## config.mk

```make
export PLATFORM = sky130hd
export DESIGN_NAME = squared_l2_distance_fp32_core
export DESIGN_NICKNAME = d
export VERILOG_FILES = /design/src/rtl/sql2_pkg.sv /design/src/rtl/squared_l2_distance_fp32_core.sv
export SDC_FILE = /design/constraint.sdc
export NUM_CORES = 2
export LEC_CHECK = 0
export ABC_AREA = 0
export BUFFER_PORTS_ARGS = -buffer_cell sky130_fd_sc_hd__buf_4
export CORE_MARGIN = 3
export CORE_UTILIZATION = 60
export CTS_CLUSTER_DIAMETER = 120
export DETAILED_ROUTE_END_ITERATION = 16
export HOLD_SLACK_MARGIN = 0.02
export PLACE_DENSITY = 0.84
export SLEW_MARGIN = 20
export SYNTH_ARGS = -nofsm -noshare
export SYNTH_HDL_FRONTEND = slang
export SYNTH_SLANG_ARGS = --single-unit
```

## constraint.sdc

```tcl
create_clock -name clk -period 18.9 [get_ports clk]
set_input_delay 2.835 -clock clk [delete_from_list [all_inputs] [get_ports clk]]
set_output_delay 2.835 -clock clk [all_outputs]
set_load 0.005 [all_outputs]
```

## src/rtl/sql2_pkg.sv

```systemverilog
package sql2_pkg;

	localparam logic [31:0] CANON_NAN = 32'h7FC0_0000;
	localparam logic [7:0]  EXP_MAX   = 8'hFF;

	function automatic logic is_nan(input logic [31:0] x);
		return (x[30:23] == EXP_MAX) && (x[22:0] != 23'd0);
	endfunction

	function automatic logic is_inf(input logic [31:0] x);
		return (x[30:23] == EXP_MAX) && (x[22:0] == 23'd0);
	endfunction

	function automatic logic [4:0] clz27(input logic [26:0] v);
		logic [4:0] n;
		logic       found;
		n = 5'd27;
		found = 1'b0;
		for (int i = 26; i >= 0; i--) begin
			if (!found && v[i]) begin
				n = 5'(26 - i);
				found = 1'b1;
			end
		end
		return n;
	endfunction

	function automatic logic [5:0] clz48(input logic [47:0] v);
		logic [5:0] n;
		logic       found;
		n = 6'd48;
		found = 1'b0;
		for (int i = 47; i >= 0; i--) begin
			if (!found && v[i]) begin
				n = 6'(47 - i);
				found = 1'b1;
			end
		end
		return n;
	endfunction

	// Round to nearest even and pack. ex is at least 1; a result whose hidden
	// bit stays clear after rounding is subnormal and gets a zero exponent.
	function automatic logic [31:0] round_pack(input logic sgn, input logic [10:0] ex,
			input logic [23:0] m, input logic g, input logic st);
		logic        inc;
		logic [24:0] r;
		logic [10:0] e;
		logic [22:0] frac;
		inc = g & (st | m[0]);
		r = {1'b0, m} + {24'd0, inc};
		if (r[24]) begin
			e = ex + 11'd1;
			frac = 23'd0;
		end else begin
			e = r[23] ? ex : 11'd0;
			frac = r[22:0];
		end
		if (e >= 11'd255)
			return {sgn, EXP_MAX, 23'd0};
		return {sgn, e[7:0], frac};
	endfunction

	function automatic logic [31:0] fp_add(input logic [31:0] x, input logic [31:0] y);
		logic [31:0] big;
		logic [31:0] sml;
		logic [7:0]  eb;
		logic [7:0]  es;
		logic [26:0] mb;
		logic [26:0] ms;
		logic [26:0] mal;
		logic [26:0] mask;
		logic [7:0]  d;
		logic        stk;
		logic        sub;
		logic [27:0] sm;
		logic [26:0] m;
		logic [9:0]  ex;
		logic [4:0]  lz;
		logic [4:0]  sh;
		logic [31:0] res;
		if (is_nan(x) || is_nan(y)) begin
			res = CANON_NAN;
		end else if (is_inf(x) && is_inf(y) && (x[31] != y[31])) begin
			res = CANON_NAN;
		end else if (is_inf(x)) begin
			res = x;
		end else if (is_inf(y)) begin
			res = y;
		end else begin
			if (x[30:0] >= y[30:0]) begin
				big = x;
				sml = y;
			end else begin
				big = y;
				sml = x;
			end
			eb = (big[30:23] == 8'd0) ? 8'd1 : big[30:23];
			es = (sml[30:23] == 8'd0) ? 8'd1 : sml[30:23];
			mb = {big[30:23] != 8'd0, big[22:0], 3'b000};
			ms = {sml[30:23] != 8'd0, sml[22:0], 3'b000};
			d = eb - es;
			if (d >= 8'd27) begin
				mal = 27'd0;
				stk = |ms;
			end else begin
				mask = ~({27{1'b1}} << d);
				stk = |(ms & mask);
				mal = ms >> d;
			end
			mal = mal | {26'd0, stk};
			sub = big[31] ^ sml[31];
			sm = sub ? ({1'b0, mb} - {1'b0, mal}) : ({1'b0, mb} + {1'b0, mal});
			ex = {2'b00, eb};
			if (sm == 28'd0) begin
				res = {sub ? 1'b0 : big[31], 31'd0};
			end else if (sm[27]) begin
				m = {sm[27:2], sm[1] | sm[0]};
				ex = ex + 10'd1;
				res = round_pack(big[31], {1'b0, ex}, m[26:3], m[2], |m[1:0]);
			end else begin
				lz = clz27(sm[26:0]);
				sh = ({5'd0, lz} > (ex - 10'd1)) ? 5'(ex - 10'd1) : lz;
				m = sm[26:0] << sh;
				ex = ex - {5'd0, sh};
				res = round_pack(big[31], {1'b0, ex}, m[26:3], m[2], |m[1:0]);
			end
		end
		return res;
	endfunction

endpackage

```

## src/rtl/squared_l2_distance_fp32_core.sv

```systemverilog
// Squared Euclidean distance of two FP32 vectors, one element pair per request.
// Input channel: in_valid/in_ready with a_value, b_value and last_element.
// Output channel: out_valid/out_ready with distance, one per vector, sent for
// the request that carries last_element.
// Each pair goes through four register stages: input, difference, raw product,
// rounded square; the square is added into the running sum as it leaves the
// last stage, and the sum of a finished vector lands in the output register.
// A distance is valid once its last request has left the rounded-square stage.
// Throughput is one request per cycle outside the output stall described below;
// the accumulator loop (sum register through one FP32 adder) sets that figure.
// While a distance waits in the output register, requests keep flowing until a
// second last-of-vector request reaches the accumulator; only that request and
// the stages behind it hold.
// Reset clears all stage valids, the output valid and the sum to positive zero.
// All three operations round to nearest even, keep subnormals, and any NaN
// turns the sum into the quiet NaN 0x7FC00000 until the vector ends.
module squared_l2_distance_fp32_core (
	input  logic        clk,
	input  logic        arst_n,
	input  logic        in_valid,
	output logic        in_ready,
	input  logic [31:0] a_value,
	input  logic [31:0] b_value,
	input  logic        last_element,
	output logic        out_valid,
	input  logic        out_ready,
	output logic [31:0] distance
);
	import sql2_pkg::*;

	logic        v_s1, v_s2, v_s3, v_s4;
	logic        last_s1, last_s2, last_s3, last_s4;
	logic [31:0] a_s1, b_s1;
	logic [31:0] diff_s2;
	logic [47:0] prod_s3;
	logic [8:0]  esum_s3;
	logic        nan_s3, inf_s3, zero_s3;
	logic [31:0] sq_s4;
	logic [31:0] sum_q;
	logic        out_valid_q;
	logic [31:0] distance_q;

	logic        consume4, rdy4, rdy3, rdy2;
	logic [31:0] diff_c;
	logic [7:0]  ed;
	logic [23:0] md;
	logic [31:0] sq_c;
	logic [31:0] acc_c;

	assign consume4 = v_s4 && (!last_s4 || !out_valid_q || out_ready);
	assign rdy4     = !v_s4 || consume4;
	assign rdy3     = !v_s3 || rdy4;
	assign rdy2     = !v_s2 || rdy3;
	assign in_ready = !v_s1 || rdy2;

	assign out_valid = out_valid_q;
	assign distance  = distance_q;

	// a - b is an addition with the sign of b flipped.
	assign diff_c = fp_add(a_s1, {~b_s1[31], b_s1[30:0]});
	assign ed     = (diff_s2[30:23] == 8'd0) ? 8'd1 : diff_s2[30:23];
	assign md     = {diff_s2[30:23] != 8'd0, diff_s2[22:0]};

	// Normalize and round the squared difference.
	always_comb begin
		logic [5:0]         lz;
		logic signed [11:0] e_sig;
		logic signed [11:0] rsh;
		logic [47:0]        n;
		logic [47:0]        nd;
		logic [47:0]        mask;
		logic               st;
		logic [10:0]        ex;
		lz = clz48(prod_s3);
		e_sig = $signed({3'b000, esum_s3}) - 12'sd126 - $signed({6'd0, lz});
		n = prod_s3 << lz;
		rsh = 12'sd1 - e_sig;
		st = 1'b0;
		nd = n;
		mask = 48'd0;
		ex = e_sig[10:0];
		if (e_sig < 12'sd1) begin
			ex = 11'd1;
			if (rsh >= 12'sd48) begin
				nd = 48'd0;
				st = |n;
			end else begin
				mask = ~({48{1'b1}} << rsh[5:0]);
				st = |(n & mask);
				nd = n >> rsh[5:0];
			end
		end
		if (nan_s3)
			sq_c = CANON_NAN;
		else if (inf_s3)
			sq_c = {1'b0, EXP_MAX, 23'd0};
		else if (zero_s3)
			sq_c = 32'd0;
		else
			sq_c = round_pack(1'b0, ex, nd[47:24], nd[23], st | (|nd[22:0]));
	end

	assign acc_c = fp_add(sum_q, sq_s4);

	always_ff @(posedge clk or negedge arst_n) begin
		if (!arst_n) begin
			v_s1        <= 1'b0;
			v_s2        <= 1'b0;
			v_s3        <= 1'b0;
			v_s4        <= 1'b0;
			out_valid_q <= 1'b0;
			sum_q       <= 32'd0;
		end else begin
			if (in_ready)
				v_s1 <= in_valid;
			if (rdy2)
				v_s2 <= v_s1;
			if (rdy3)
				v_s3 <= v_s2;
			if (rdy4)
				v_s4 <= v_s3;
			if (consume4 && last_s4)
				out_valid_q <= 1'b1;
			else if (out_ready)
				out_valid_q <= 1'b0;
			if (consume4)
				sum_q <= last_s4 ? 32'd0 : acc_c;
		end
	end

	always_ff @(posedge clk) begin
		if (in_ready && in_valid) begin
			a_s1    <= a_value;
			b_s1    <= b_value;
			last_s1 <= last_element;
		end
		if (rdy2 && v_s1) begin
			diff_s2 <= diff_c;
			last_s2 <= last_s1;
		end
		if (rdy3 && v_s2) begin
			prod_s3 <= md * md;
			esum_s3 <= {1'b0, ed} + {1'b0, ed};
			nan_s3  <= is_nan(diff_s2);
			inf_s3  <= is_inf(diff_s2);
			zero_s3 <= diff_s2[30:0] == 31'd0;
			last_s3 <= last_s2;
		end
		if (rdy4 && v_s3) begin
			sq_s4   <= sq_c;
			last_s4 <= last_s3;
		end
		if (consume4 && last_s4)
			distance_q <= acc_c;
	end

endmodule
```

==> results.sh <==
export IMPL_coreArea_um2=93890
export IMPL_worstPathArrival_ns=18.17
export IMPL_min_from="last_s3"
export IMPL_final_nets=8385
export IMPL_cts_resized=0
export IMPL_htreeDepth=2
export IMPL_ys_types=126
export IMPL_clk_latency_ns=0.60
export IMPL_drc=0
export IMPL_status="finished, final reports clean"
export IMPL_place_congestion=1.115
export IMPL_cts_buffers=34
export IMPL_ys_ff_latch=257
export IMPL_syn_nets=8228
export IMPL_rsz0062_at_grt="no"
export IMPL_setup_viol=0
export IMPL_finalClockSkew_ns=0.04273
export IMPL_final_max_slew_viol_count=0
export IMPL_drt_iter0_drc=8813
export IMPL_hold_path_class="flip-flop to flip-flop"
export IMPL_clock_path_buffers=3
export IMPL_syn_avg_cell_area_um2=7.803
export IMPL_period_share_pct=94.74
export IMPL_num_rows=112
export IMPL_cts_sinks=257
export IMPL_maxUsedRoutingLayer="met5"
export IMPL_fp_dieArea_um2=99050
export IMPL_synth_flop_cell="edfxtp_1"
export IMPL_synth_area_top_cells="fa_1 (15%), edfxtp_1 (12%), ha_1 (8.8%)"
export IMPL_dp_cells=8704
export IMPL_synth_edff_count=220
export IMPL_max_slew_margin_rel_pct=18.36
export IMPL_synth_top_area_cell="fa_1"
export IMPL_synth_cell_area_um2=57180
export IMPL_hold_buffers=0
export IMPL_grt_pass1_vias=59507
export IMPL_hold_viol_final=0
export IMPL_area_delta_synth_final_pct=9.200
export IMPL_wl_met3_um=29200
export IMPL_antenna_found_initial=5
export IMPL_path_class="flip-flop to flip-flop"
export IMPL_critical_path_max_fanout=17
export IMPL_grt_max_degree=77
export IMPL_yosysWarnings=0
export IMPL_syn_inst=7329
export IMPL_start_util_pct=60.91
export IMPL_cts_setup_buffers=0
export IMPL_fill_cells=7857
export IMPL_r2r_start="sq_s4[13]"
export IMPL_num_io_pins=103
export IMPL_viasPerCell=6.953
export IMPL_cpPeakStageDelay_ns=0.65
export IMPL_die_w_um=314.7
export IMPL_ant_nets=0
export IMPL_wl_um=231100
export IMPL_vias=60959
export IMPL_end_kind="flip-flop"
export IMPL_met2_length_um=98830
export IMPL_tns_ns=0
export IMPL_post_route_min_period_ns=17.91
export IMPL_layout_cells_non_filler=8767
export IMPL_tritoncts="built"
export IMPL_hpwlAfterDp_um=181400
export IMPL_die_y_um=314.7
export IMPL_path_clk_slew_ns=0.06
export IMPL_synthArstFlopShare_pct=14.40
export IMPL_required_ns=19.16
export IMPL_firstDrtPassIters=9
export IMPL_wl_per_cell_um=26.36
export IMPL_portBuffers=102
export IMPL_final_util_pct=66.51
export IMPL_yosys_area_top_type_share_pct=15.02
export IMPL_wl_met1_um=84630
export IMPL_root_buffer="clkbuf_16"
export IMPL_track_usage_pct=45.57
export IMPL_ys_seq_area_share_pct=13.17
export IMPL_synth_common_cells="inv_1 (753), nand2_1 (707), nor2_1 (617)"
export IMPL_critPathLaunch="sq_s4[13]"
export IMPL_max_freq_ghz=0.05585
export IMPL_worst_path_max_delay_cell="edfxtp_1"
export IMPL_drive_gt1_share_pct=10.92
export IMPL_cap_violations=0
export IMPL_grt_first_pass_wirelength_um=351400
export IMPL_tightest_slew_ns=1.216
export IMPL_synth_most_common_cell="inv_1"
export IMPL_timing_critical_path_mode_cell="a21oi_1"
export IMPL_crit_path_start_kind="flip-flop"
export IMPL_overflow=0
==> state kept, by name, summed over array words and instances (netlist names), 8 cells and up <==
| register | flops |
|---|---|
| prod_s3 | 47 |
| diff_s2 | 31 |
| distance | 32 |
| esum_s3 | 8 |
| sq_s4 | 31 |
| a_s1 | 32 |
| sum_q | 32 |
| b_s1 | 32 |
==> worst paths after layout <==
kind,slack [ns],endpoint,depth (start not counted)
min in group asynchronous,2.24,v_s3,1
setup / recovery,0.99,distance[15],69
setup reg to reg,0.99,distance[15],69
hold / removal,0.42,last_s4,0
max in group asynchronous,16.24,sum_q[6],1
hold reg to reg,0.42,last_s4,0
==> cells by family (layout without fill, tap and decap cells) <==
family,Yosys count,in the layout,share of synthesized area (%)
other,0,1,0
buffers and inverters,1173,1356,7.966
flip-flops,257,257,13.17
XOR/XNOR,269,269,4.133
adder cells (fa/ha/maj),830,830,23.79
multiplexers,312,312,6.111
AND/OR/NAND/NOR,2534,2534,21.63
AO/OA/AOI/OAI,1954,1954,23.19
==> metal layers <==
layer | track usage (%) | up-vias
met5 | 0 | -
met2 | 68.81 | 4580
met3 | 12.18 | 1196
met1 | 57.53 | 28721
met4 | 29.75 | 2
li1 | - | 26460
==> final cells by class <==
class / instances / area [um^2] / share of cell area [%]
multi-input cells: 5899 / 45310 / 72.56
flip-flops and latches: 257 / 7532 / 12.06
repair buffers: 519 / 3984 / 6.380
inverters: 775 / 2912 / 4.662
well taps: 1254 / 1569 / 2.513
clock buffers: 38 / 897.1 / 1.437
clock inverters: 24 / 241.5 / 0.3867
diodes: 1 / 2.502 / 0.004007
==> cells in the final DEF, fill, tap and decap left out, types with 43 or more instances in the layout <==
cell,n
nor2b_1,43
o21ai_0,394
nand4_1,83
edfxtp_1,220
o21a_1,53
o22ai_1,74
buf_4,512
nor4_1,63
a211oi_1,96
and3_1,75
a31oi_1,73
nor3_1,183
a21oi_1,454
o31ai_1,43
ha_1,401
fa_1,429
nand3_1,243
o211ai_1,100
a21o_1,87
and2_1,223
xnor2_1,203
nand2b_1,82
nor2_1,614
mux2i_1,235
xor2_1,58
mux2_2,49
inv_1,753
or3_1,46
nand2_1,704
==> critical path, delay by kind of cell, from the launching register on <==
kind,cells,cell delay [ns]
compound gates,31,7.30
mux,3,0.83
simple gates,22,5.52
buf+inv,8,1.59
fa+ha+maj,5,1.70
flops,1,0.65
==> through the flow <==
stage | setup WS (ns) | hold slack, ns | instance area, um^2
global route | 0.02414 | 0.4338 | 62440
CTS | 1.454 | 0.4219 | 62400
detailed placement | 1.549 | 0.4074 | 61260
floorplan | 3.027 | 0.4003 | 57180
global placement | 1.839 | 0.4029 | 61260
finish | 0.9946 | 0.4233 | 62450
Power is not shown: default switching activity piles up to over one toggle a cycle in this logic, so the estimate is an artifact.
